[src/rtl/msft_pkg.sv]
// Shared types, codes and constants for the message stream framing tracker.
// No dependencies; used by msft_step and message_stream_framing_tracker_core.
package msft_pkg;

   localparam int unsigned LEN_W        = 21;
   localparam int unsigned WORD_W       = 32;
   localparam int unsigned REQ_DATA_W   = 120;
   localparam int unsigned RSP_DATA_W   = 48;

   localparam logic [LEN_W-1:0]  PAYLOAD_CAP  = LEN_W'(1024 * 1024);
   localparam logic [LEN_W-1:0]  HEADER_BYTES = LEN_W'(24);
   localparam logic [WORD_W-1:0] CONNECT_CMD  = 32'h4e584e43;
   localparam logic [WORD_W-1:0] ALL_ONES32   = 32'hffffffff;

   localparam logic [1:0] STREAM_SLOT = 2'd0;
   localparam logic [1:0] SLOT_COUNT  = 2'd2;

   typedef enum logic [1:0] {
      REQ_HOST_XFER = 2'd0,
      REQ_BIND      = 2'd1,
      REQ_UNBIND    = 2'd2,
      REQ_REPLAY    = 2'd3
   } req_kind_type;

   typedef enum logic [2:0] {
      ST_NORMAL       = 3'd0,
      ST_LOST_SYNC    = 3'd1,
      ST_DROP_UNSYNC  = 3'd2,
      ST_RESYNC       = 3'd3,
      ST_TAIL_DROP    = 3'd4,
      ST_TAIL_END     = 3'd5,
      ST_BIND_REFUSED = 3'd6,
      ST_BIND_TAIL    = 3'd7
   } status_type;

   typedef struct packed {
      req_kind_type      kind;
      logic [LEN_W-1:0]  transfer_len;
      logic [WORD_W-1:0] hdr_command;
      logic [WORD_W-1:0] hdr_payload_len;
      logic [WORD_W-1:0] hdr_magic;
      logic              bind_slot;
   } request_type;

   typedef struct packed {
      logic [LEN_W-1:0] payload_left;
      logic             drop_tail;
      logic             out_of_sync;
      logic             slot_bound;
      logic             attached_slot;
      logic [LEN_W-1:0] capture_left;
      logic [LEN_W-1:0] capture_len;
      logic             connect_seen;
      logic             record_present;
      logic [LEN_W-1:0] record_len;
   } track_state_type;

   typedef struct packed {
      logic             forward;
      status_type       status;
      logic             replay_due;
      logic             record_valid;
      logic [LEN_W-1:0] record_payload_len;
      logic [LEN_W-1:0] bytes_remaining;
   } result_type;

endpackage

[src/rtl/msft_step.sv]
// Per-request framing update: next tracker state and result from the current state.
// Depends on msft_pkg.
module msft_step
   import msft_pkg::*;
(
   input  track_state_type  state_cur,
   input  request_type      req,
   input  logic [LEN_W-1:0] max_len,
   output track_state_type  state_nxt,
   output result_type       result
);

   logic             on_stream;
   logic             replay_now;
   logic [LEN_W-1:0] limit;
   logic [LEN_W-1:0] take;
   logic [LEN_W-1:0] pl_after;
   logic [LEN_W-1:0] cl_after;
   logic             hdr_ok;
   logic             due_nxt;
   logic             fwd;
   status_type       st;
   track_state_type  ns;

   assign on_stream  = state_cur.slot_bound &&
                       ({1'b0, state_cur.attached_slot} == STREAM_SLOT);
   assign replay_now = on_stream && !state_cur.connect_seen && state_cur.record_present &&
                       (state_cur.payload_left == '0) && !state_cur.out_of_sync;
   assign limit      = (max_len > PAYLOAD_CAP) ? PAYLOAD_CAP : max_len;
   assign take       = (req.transfer_len < state_cur.payload_left) ?
                       req.transfer_len : state_cur.payload_left;
   assign pl_after   = state_cur.payload_left - take;
   assign cl_after   = (take < state_cur.capture_left) ? (state_cur.capture_left - take) : '0;
   assign hdr_ok     = (req.transfer_len == HEADER_BYTES) &&
                       (req.hdr_magic == (req.hdr_command ^ ALL_ONES32)) &&
                       (req.hdr_payload_len <= {{(WORD_W-LEN_W){1'b0}}, limit});

   always_comb begin
      ns  = state_cur;
      fwd = 1'b0;
      st  = ST_NORMAL;
      case (req.kind)
         REQ_HOST_XFER: begin
            fwd = 1'b1;
            if (on_stream && (req.transfer_len != '0)) begin
               if (state_cur.payload_left != '0) begin
                  ns.payload_left = pl_after;
                  if (state_cur.capture_left != '0) begin
                     ns.capture_left = cl_after;
                     if ((cl_after == '0) && !state_cur.drop_tail) begin
                        ns.record_present = 1'b1;
                        ns.record_len     = state_cur.capture_len;
                     end
                  end
                  fwd = !state_cur.drop_tail;
                  if (state_cur.drop_tail) begin
                     if (pl_after == '0) begin
                        ns.drop_tail = 1'b0;
                        st           = ST_TAIL_END;
                     end else begin
                        st = ST_TAIL_DROP;
                     end
                  end
               end else if (!hdr_ok) begin
                  st             = state_cur.out_of_sync ? ST_DROP_UNSYNC : ST_LOST_SYNC;
                  ns.out_of_sync = 1'b1;
                  fwd            = 1'b0;
               end else begin
                  if (state_cur.out_of_sync) begin
                     st             = ST_RESYNC;
                     ns.out_of_sync = 1'b0;
                  end
                  ns.payload_left = req.hdr_payload_len[LEN_W-1:0];
                  if (req.hdr_command == CONNECT_CMD) begin
                     ns.connect_seen = 1'b1;
                     ns.capture_left = req.hdr_payload_len[LEN_W-1:0];
                     ns.capture_len  = req.hdr_payload_len[LEN_W-1:0];
                     if (req.hdr_payload_len == '0) begin
                        ns.record_present = 1'b1;
                        ns.record_len     = '0;
                     end
                  end
               end
            end
         end
         REQ_BIND: begin
            if (state_cur.slot_bound || ({1'b0, req.bind_slot} >= SLOT_COUNT)) begin
               st = ST_BIND_REFUSED;
            end else begin
               ns.slot_bound    = 1'b1;
               ns.attached_slot = req.bind_slot;
               if ({1'b0, req.bind_slot} == STREAM_SLOT) begin
                  if (state_cur.payload_left != '0) begin
                     ns.drop_tail = 1'b1;
                     st           = ST_BIND_TAIL;
                  end
                  ns.connect_seen = 1'b0;
                  ns.capture_left = '0;
                  ns.capture_len  = '0;
               end
            end
         end
         REQ_UNBIND: begin
            ns.slot_bound = 1'b0;
         end
         REQ_REPLAY: begin
            if (replay_now) begin
               ns.connect_seen = 1'b1;
            end
         end
         default: begin
            ns = state_cur;
         end
      endcase
   end

   assign due_nxt = ns.slot_bound && ({1'b0, ns.attached_slot} == STREAM_SLOT) &&
                    !ns.connect_seen && ns.record_present &&
                    (ns.payload_left == '0) && !ns.out_of_sync;

   assign state_nxt                 = ns;
   assign result.forward            = fwd;
   assign result.status             = st;
   assign result.replay_due         = due_nxt;
   assign result.record_valid       = ns.record_present;
   assign result.record_payload_len = ns.record_len;
   assign result.bytes_remaining    = ns.payload_left;

endmodule

[src/rtl/message_stream_framing_tracker_core.sv]
// Top level of the message stream framing tracker: request register, state, result register.
// Depends on msft_pkg and msft_step.
//
// Usage:
//   req_*  : one request per handshake; req_tuser carries the request kind (host transfer,
//            bind, unbind, replay completed), req_tdata the transfer length, header words
//            and bind slot.
//   rsp_*  : one response per request, in order; rsp_tuser carries the status code,
//            rsp_tdata the forward flag, replay flag, record info and bytes remaining.
//   csr_*  : write of the payload length limit; always ready, write only while idle.
// Path: an accepted request sits in the request register; its response is registered for rsp_*.
// Throughput: one request per cycle while rsp_tready is high; the request and response
// registers hold one item each; the tracker state updates in the single step between them.
// Reset: all framing state clears, nothing is bound, the limit returns to 1048576.
// Stall: while rsp_tready is low the response holds, one more request can sit in the
// request register, and then req_tready drops until the response is taken.
module message_stream_framing_tracker_core
   import msft_pkg::*;
(
   input  logic                  clock,
   input  logic                  reset,
   input  logic                  req_tvalid,
   output logic                  req_tready,
   // [20:0] transfer_len, [52:21] hdr_command, [84:53] hdr_payload_len,
   // [116:85] hdr_magic, [117] bind_slot, [119:118] zero
   input  logic [REQ_DATA_W-1:0] req_tdata,
   // [1:0] req_type
   input  logic [1:0]            req_tuser,
   output logic                  rsp_tvalid,
   input  logic                  rsp_tready,
   // [0] forward, [1] replay_due, [2] record_valid, [23:3] record_payload_len,
   // [44:24] bytes_remaining, [47:45] zero
   output logic [RSP_DATA_W-1:0] rsp_tdata,
   // [2:0] status
   output logic [2:0]            rsp_tuser,
   input  logic                  csr_valid,
   output logic                  csr_ready,
   input  logic [LEN_W-1:0]      csr_data
);

   logic             in_valid_ff, in_valid_in;
   request_type      in_req_ff, in_req_in;
   logic             out_valid_ff, out_valid_in;
   result_type       out_rsp_ff, out_rsp_in;
   track_state_type  state_ff, state_in;
   logic [LEN_W-1:0] max_len_ff, max_len_in;
   logic             out_load;
   logic             req_take;
   track_state_type  step_state;
   result_type       step_result;

   assign out_load   = in_valid_ff && (!out_valid_ff || rsp_tready);
   assign req_tready = !in_valid_ff || out_load;
   assign req_take   = req_tvalid && req_tready;
   assign csr_ready  = 1'b1;

   msft_step u_step (
      .state_cur (state_ff),
      .req       (in_req_ff),
      .max_len   (max_len_ff),
      .state_nxt (step_state),
      .result    (step_result)
   );

   always_comb begin
      in_req_in.kind            = req_kind_type'(req_tuser);
      in_req_in.transfer_len    = req_tdata[20:0];
      in_req_in.hdr_command     = req_tdata[52:21];
      in_req_in.hdr_payload_len = req_tdata[84:53];
      in_req_in.hdr_magic       = req_tdata[116:85];
      in_req_in.bind_slot       = req_tdata[117];
      if (!req_take) begin
         in_req_in = in_req_ff;
      end
   end

   assign in_valid_in  = req_take || (in_valid_ff && !out_load);
   assign out_valid_in = out_load || (out_valid_ff && !rsp_tready);
   assign out_rsp_in   = out_load ? step_result : out_rsp_ff;
   assign state_in     = out_load ? step_state : state_ff;
   assign max_len_in   = (csr_valid && csr_ready) ? csr_data : max_len_ff;

   always_ff @(posedge clock) begin
      if (reset) begin
         in_valid_ff  <= 1'b0;
         out_valid_ff <= 1'b0;
         state_ff     <= '0;
         max_len_ff   <= PAYLOAD_CAP;
      end else begin
         in_valid_ff  <= in_valid_in;
         out_valid_ff <= out_valid_in;
         state_ff     <= state_in;
         max_len_ff   <= max_len_in;
      end
   end

   always_ff @(posedge clock) begin
      in_req_ff  <= in_req_in;
      out_rsp_ff <= out_rsp_in;
   end

   assign rsp_tvalid = out_valid_ff;
   assign rsp_tuser  = out_rsp_ff.status;
   assign rsp_tdata  = {3'b000,
                        out_rsp_ff.bytes_remaining,
                        out_rsp_ff.record_payload_len,
                        out_rsp_ff.record_valid,
                        out_rsp_ff.replay_due,
                        out_rsp_ff.forward};

endmodule
[config.mk]
export PLATFORM = sky130hd
export DESIGN_NAME = message_stream_framing_tracker_core
export DESIGN_NICKNAME = d
export VERILOG_FILES = /design/src/rtl/msft_pkg.sv /design/src/rtl/msft_step.sv /design/src/rtl/message_stream_framing_tracker_core.sv
export SDC_FILE = /design/constraint.sdc
export NUM_CORES = 1
export LEC_CHECK = 0
export BUFFER_PORTS_ARGS = -buffer_cell sky130_fd_sc_hd__buf_2
export CELL_PAD_IN_SITES_DETAIL_PLACEMENT = 2
export CELL_PAD_IN_SITES_GLOBAL_PLACEMENT = 2
export CORE_MARGIN = 2
export CORE_UTILIZATION = 33
export CTS_CLUSTER_DIAMETER = 200
export DETAILED_ROUTE_END_ITERATION = 8
export PLACE_DENSITY_LB_ADDON = 0.1
export SLEW_MARGIN = 15
export SYNTH_ARGS = -nofsm -noshare
export SYNTH_HDL_FRONTEND = slang
export SYNTH_SLANG_ARGS = --single-unit
[constraint.sdc]
create_clock -name clock -period 6.4 [get_ports clock]
set_clock_uncertainty 0.2 [all_clocks]
set_input_delay 0 -clock clock [delete_from_list [all_inputs] [get_ports clock]]
set_output_delay 0 -clock clock [all_outputs]
set_load 0.02 [all_outputs]
==> impl_metrics.xml <==
<?xml version="1.0" encoding="UTF-8"?>
<metrics>
  <group name="worst_setup_path">
    <metric name="required_time_of_the_critical_path" unit="ps">6610</metric>
    <metric name="r2r_setup_slack" unit="ps">50</metric>
    <metric name="critical_path.cell_chain" unit="">ha_1 -&gt; or4_1 -&gt; a21oi_2 -&gt; o41ai_2 -&gt; a211oi_4 -&gt; buf_4 -&gt; buf_4 -&gt; a21oi_1 -&gt; buf_4 -&gt; ha_1 -&gt; buf_4 -&gt; nand3_1 -&gt; nor2_2 -&gt; nand2_1 -&gt; nor2_2 -&gt; nand2_1 -&gt; a2111o_1 -&gt; buf_4 -&gt; a31o_2 -&gt; a211oi_2 -&gt; and2_1 -&gt; buf_4 -&gt; a22oi_1 -&gt; o21ai_0</metric>
    <metric name="timing.setup.critical_path_class" unit="">register to register</metric>
    <metric name="cpLargestDelayFamily" unit="">compound AO/OA/AOI/OAI gates</metric>
    <metric name="depth_of_the_worst_register_to_register_path" unit="">24</metric>
    <metric name="worst_setup_path_startpoint" unit="">in_req_ff[101]</metric>
    <metric name="cp_common_cell" unit="">sky130_fd_sc_hd__buf_4</metric>
    <metric name="cp_slowest_cell" unit="">sky130_fd_sc_hd__or4_1</metric>
    <metric name="worst-endpoint-arrival" unit="ps">6550</metric>
    <metric name="start_kind" unit="">register</metric>
    <metric name="cp_num_buf_inv" unit="">6</metric>
    <metric name="crit_path_end_kind" unit="">register</metric>
    <metric name="crit-reg2reg-capture" unit="">state_ff[58]</metric>
    <metric name="critical_path.max_stage_delay" unit="ps">550</metric>
    <metric name="rr_startpoint" unit="">in_req_ff[101]</metric>
    <metric name="worst-path-max-fanout" unit="">8</metric>
  </group>
  <group name="min_path">
    <metric name="worstHoldPathType" unit="">input pin to register</metric>
    <metric name="timing.hold.worst.start" unit="">req_tdata[4]</metric>
    <metric name="whs_path_depth" unit="">2</metric>
    <metric name="worst_hold_path.endpoint" unit="">in_req_ff[101]</metric>
  </group>
  <group name="clocking">
    <metric name="clock_sink_count" unit="">281</metric>
    <metric name="ctsHtreeMaxLevel" unit="">2</metric>
    <metric name="clk_root_buffer_cell" unit="">sky130_fd_sc_hd__clkbuf_16</metric>
    <metric name="path_clk_slew" unit="ps">70</metric>
    <metric name="cts_made_buffers" unit="">35</metric>
    <metric name="tritoncts_clock_tree" unit="">yes</metric>
    <metric name="insertion_delay" unit="ps">600</metric>
    <metric name="cts.path.max_buffers" unit="">3</metric>
  </group>
  <group name="sta">
    <metric name="timing.final.ws_setup" unit="ps">54.1</metric>
    <metric name="slew-limit-headroom" unit="%">23.5</metric>
    <metric name="fin_setup_tns" unit="ps">0</metric>
    <metric name="hold_viol_final" unit="">0</metric>
    <metric name="setup_viol" unit="">0</metric>
    <metric name="period_utilisation_layout" unit="%">99.2</metric>
    <metric name="drv_slew" unit="">0</metric>
    <metric name="period_needed" unit="ps">6350</metric>
    <metric name="maxClockFrequency" unit="GHz">0.158</metric>
    <metric name="max_slew.worst_pin.slew" unit="ps">1140</metric>
  </group>
  <group name="global_routing">
    <metric name="number_of_antenna_violations_at_the_first_check_in_global_routing" unit="">12</metric>
    <metric name="maximum_number_of_pins_on_one_net_before_global_route_repair" unit="">62</metric>
    <metric name="globalRoute.totalOverflow" unit="">0</metric>
    <metric name="grt_pass1_vias" unit="">18734</metric>
    <metric name="grt_first_pass_wirelength" unit="um">124000</metric>
    <metric name="groute.usage.overall" unit="%">35.3</metric>
  </group>
  <group name="detailed_routing">
    <metric name="vias" unit="">16935</metric>
    <metric name="number_of_antenna_violating_nets_in_the_routed_design" unit="">0</metric>
    <metric name="drcViolationCount" unit="">0</metric>
    <metric name="first_iter_violations" unit="">1231</metric>
    <metric name="wirelength" unit="um">89800</metric>
    <metric name="drtPass1Iterations" unit="">6</metric>
    <metric name="met2_wirelength" unit="um">44500</metric>
    <metric name="viasPerCell" unit="">5.89</metric>
    <metric name="top_layer" unit="">met4</metric>
    <metric name="wl_per_cell" unit="um">31.2</metric>
    <metric name="routedLengthMet1" unit="um">31400</metric>
    <metric name="met3RoutedLength" unit="um">5820</metric>
  </group>
  <group name="floorplanning">
    <metric name="row_count" unit="">79</metric>
    <metric name="core_area" unit="um^2">46500</metric>
    <metric name="start_util" unit="%">33.4</metric>
    <metric name="dieArea" unit="um^2">48700</metric>
    <metric name="die_h" unit="um">221</metric>
    <metric name="ios" unit="">202</metric>
    <metric name="chipWidth" unit="um">221</metric>
  </group>
  <group name="place">
    <metric name="placedCellCount" unit="">2486</metric>
    <metric name="io_buffers" unit="">195</metric>
    <metric name="dp_hpwl" unit="um">49500</metric>
    <metric name="detailedPlace.worstSlack" unit="ps">51.9</metric>
    <metric name="placer_congestion" unit="">0.936</metric>
  </group>
  <group name="cells_and_area">
    <metric name="layoutNonFillerInstCount" unit="">2877</metric>
    <metric name="final_cell_mix" unit="">sky130_fd_sc_hd__dlygate4sd3_1, sky130_fd_sc_hd__buf_2, sky130_fd_sc_hd__buf_4</metric>
    <metric name="fillerInstances" unit="">4753</metric>
    <metric name="drive_gt1_share" unit="%">21.6</metric>
    <metric name="areaGrowthSynthToFinish" unit="%">46.4</metric>
    <metric name="fin_util" unit="%">48.9</metric>
    <metric name="layout_commonest_cell" unit="">sky130_fd_sc_hd__dlygate4sd3_1</metric>
    <metric name="design.final.nets" unit="">2459</metric>
  </group>
  <group name="yosys">
    <metric name="synth_seq_area_share" unit="%">47.1</metric>
    <metric name="synthArstFlopShare" unit="%">0</metric>
    <metric name="synthesis.yosys.warnings" unit="">0</metric>
    <metric name="synth_ff_type" unit="">sky130_fd_sc_hd__edfxtp_1</metric>
    <metric name="gate_count_of_the_mapped_netlist" unit="">1591</metric>
    <metric name="yosys_register_bits" unit="">281</metric>
    <metric name="avgSynthCellArea" unit="um^2">9.74</metric>
    <metric name="post_synth_design_cell_area" unit="um^2">15500</metric>
    <metric name="yosysUniqueCellTypes" unit="">94</metric>
    <metric name="synth-edff-count" unit="">168</metric>
  </group>
  <group name="status">
    <metric name="result_of_the_run" unit="">completed</metric>
  </group>
  <group name="power">
    <metric name="finalPower" unit="uW">5090</metric>
    <metric name="ir_worst_vdd" unit="mV">0.255</metric>
    <metric name="p_leak" unit="uW">0.00898</metric>
    <metric name="powerDensity" unit="nW/um^2">224</metric>
  </group>
  <group name="run">
    <metric name="timing.max_cap.violations" unit="">0</metric>
  </group>
</metrics>
flip-flops by register name, summed over array words and instances (netlist names):
register and flops:
in_valid_ff 1, state_ff 90, rsp_tvalid 1, max_len_ff 21, in_req_ff 120, rsp_tuser 3
rsp_tdata 45
power breakdown:
part | switching (uW) | internal, uW | leakage [uW]
Sequential | 80.2 | 1990 | 0.00255
Clock | 990 | 1160 | 0.000565
Combinational | 490 | 380 | 0.00586
how the worst max path moves through the flow:
stage / cells after the start / slack [ps] / end
global route: 21 / -240 / rsp_tdata[20]
finish: 24 / 50 / state_ff[58]
floorplan: 26 / 10 / rsp_tdata[1]
detailed placement: 22 / 50 / state_ff[68]
global placement: 21 / 220 / state_ff[68]
CTS: 22 / 10 / state_ff[68]
per-stage QoR:
stage / instance area (um^2) / hold WS, ps
finish: 22700 / 52.1
global route: 22700 / 47.0
CTS: 22500 / 61.9
detailed placement: 18300 / -21.7
global placement: 18300 / -23.9
floorplan: 15500 / -101
Yosys cell counts, types with 10 or more instances:
cell / instances / area, um^2
sky130_fd_sc_hd__a31oi_1: 10 / 62.6
sky130_fd_sc_hd__o21a_1: 17 / 128
sky130_fd_sc_hd__a211oi_1: 15 / 113
sky130_fd_sc_hd__ha_1: 78 / 976
sky130_fd_sc_hd__o32ai_1: 22 / 193
sky130_fd_sc_hd__a221oi_1: 10 / 87.6
sky130_fd_sc_hd__nand3_1: 27 / 135
sky130_fd_sc_hd__or3_1: 10 / 62.6
sky130_fd_sc_hd__clkbuf_1: 56 / 210
sky130_fd_sc_hd__nand2b_1: 10 / 62.6
sky130_fd_sc_hd__mux2i_1: 25 / 250
sky130_fd_sc_hd__nand2_1: 169 / 634
sky130_fd_sc_hd__nor3_1: 31 / 155
sky130_fd_sc_hd__inv_1: 71 / 267
sky130_fd_sc_hd__and2_1: 13 / 81.3
sky130_fd_sc_hd__a22o_1: 21 / 184
sky130_fd_sc_hd__nor2_1: 160 / 601
sky130_fd_sc_hd__edfxtp_1: 168 / 5040
sky130_fd_sc_hd__xor2_1: 31 / 272
sky130_fd_sc_hd__a22oi_1: 38 / 285
sky130_fd_sc_hd__a21oi_1: 118 / 591
sky130_fd_sc_hd__a21o_1: 25 / 188
sky130_fd_sc_hd__nand4_1: 25 / 156
sky130_fd_sc_hd__dfxtp_1: 113 / 2260
sky130_fd_sc_hd__nor4_1: 36 / 225
sky130_fd_sc_hd__xnor2_1: 33 / 289
sky130_fd_sc_hd__nor2b_1: 11 / 68.8
sky130_fd_sc_hd__o21ai_0: 65 / 325
worst register-to-register path, cell delays in order (launching register included):
cell and delay [ps]:
sky130_fd_sc_hd__edfxtp_1 410, sky130_fd_sc_hd__ha_1 250, sky130_fd_sc_hd__or4_1 550, sky130_fd_sc_hd__a21oi_2 160
sky130_fd_sc_hd__o41ai_2 140, sky130_fd_sc_hd__a211oi_4 380, sky130_fd_sc_hd__buf_4 200, sky130_fd_sc_hd__buf_4 150
sky130_fd_sc_hd__a21oi_1 70, sky130_fd_sc_hd__buf_4 170, sky130_fd_sc_hd__ha_1 340, sky130_fd_sc_hd__buf_4 190
sky130_fd_sc_hd__nand3_1 180, sky130_fd_sc_hd__nor2_2 180, sky130_fd_sc_hd__nand2_1 130, sky130_fd_sc_hd__nor2_2 120
sky130_fd_sc_hd__nand2_1 100, sky130_fd_sc_hd__a2111o_1 380, sky130_fd_sc_hd__buf_4 160, sky130_fd_sc_hd__a31o_2 230
sky130_fd_sc_hd__a211oi_2 270, sky130_fd_sc_hd__and2_1 310, sky130_fd_sc_hd__buf_4 240, sky130_fd_sc_hd__a22oi_1 120
sky130_fd_sc_hd__o21ai_0 550
cell families after synthesis:
| group | after synthesis | share of synthesized area [%] |
|---|---|---|
| adders and majority gates | 80 | 6.55 |
| DFF | 281 | 47.1 |
| xor gates and xnor gates | 64 | 3.62 |
| other | 2 | 0.0484 |
| muxes | 26 | 1.69 |
| AOI/OAI and AO/OA | 443 | 20.3 |
| and+or+nand+nor | 542 | 16.6 |
| buffers and inverters | 153 | 4.02 |
layer usage:
layer	vias up	global-route usage [%]
li1	7238	-
met1	8427	36.9
met2	834	63.4
met3	436	6.78
met4	0	25.3
met5	-	0
layout make-up:
| type | instances | area, um^2 | share of cell area [%] |
|---|---|---|---|
| repair buffers | 681 | 5450 | 24.0 |
| clock buffers | 37 | 893 | 3.94 |
| inverters | 73 | 274 | 1.21 |
| clock inverters | 26 | 250 | 1.10 |
| diodes | 13 | 32.5 | 0.143 |
| flip-flops and latches | 281 | 7310 | 32.2 |
| well taps | 607 | 759 | 3.35 |
| multi-input cells | 1159 | 7730 | 34.1 |
what timing repair did:
item                       4_1_cts  5_1_grt
buffers inserted                 0        5
hold buffers                   310        0
gates resized for setup          0       30
hold endpoints to repair       167        0
setup endpoints to repair        0       65
Power figures use the tool's default switching activity.
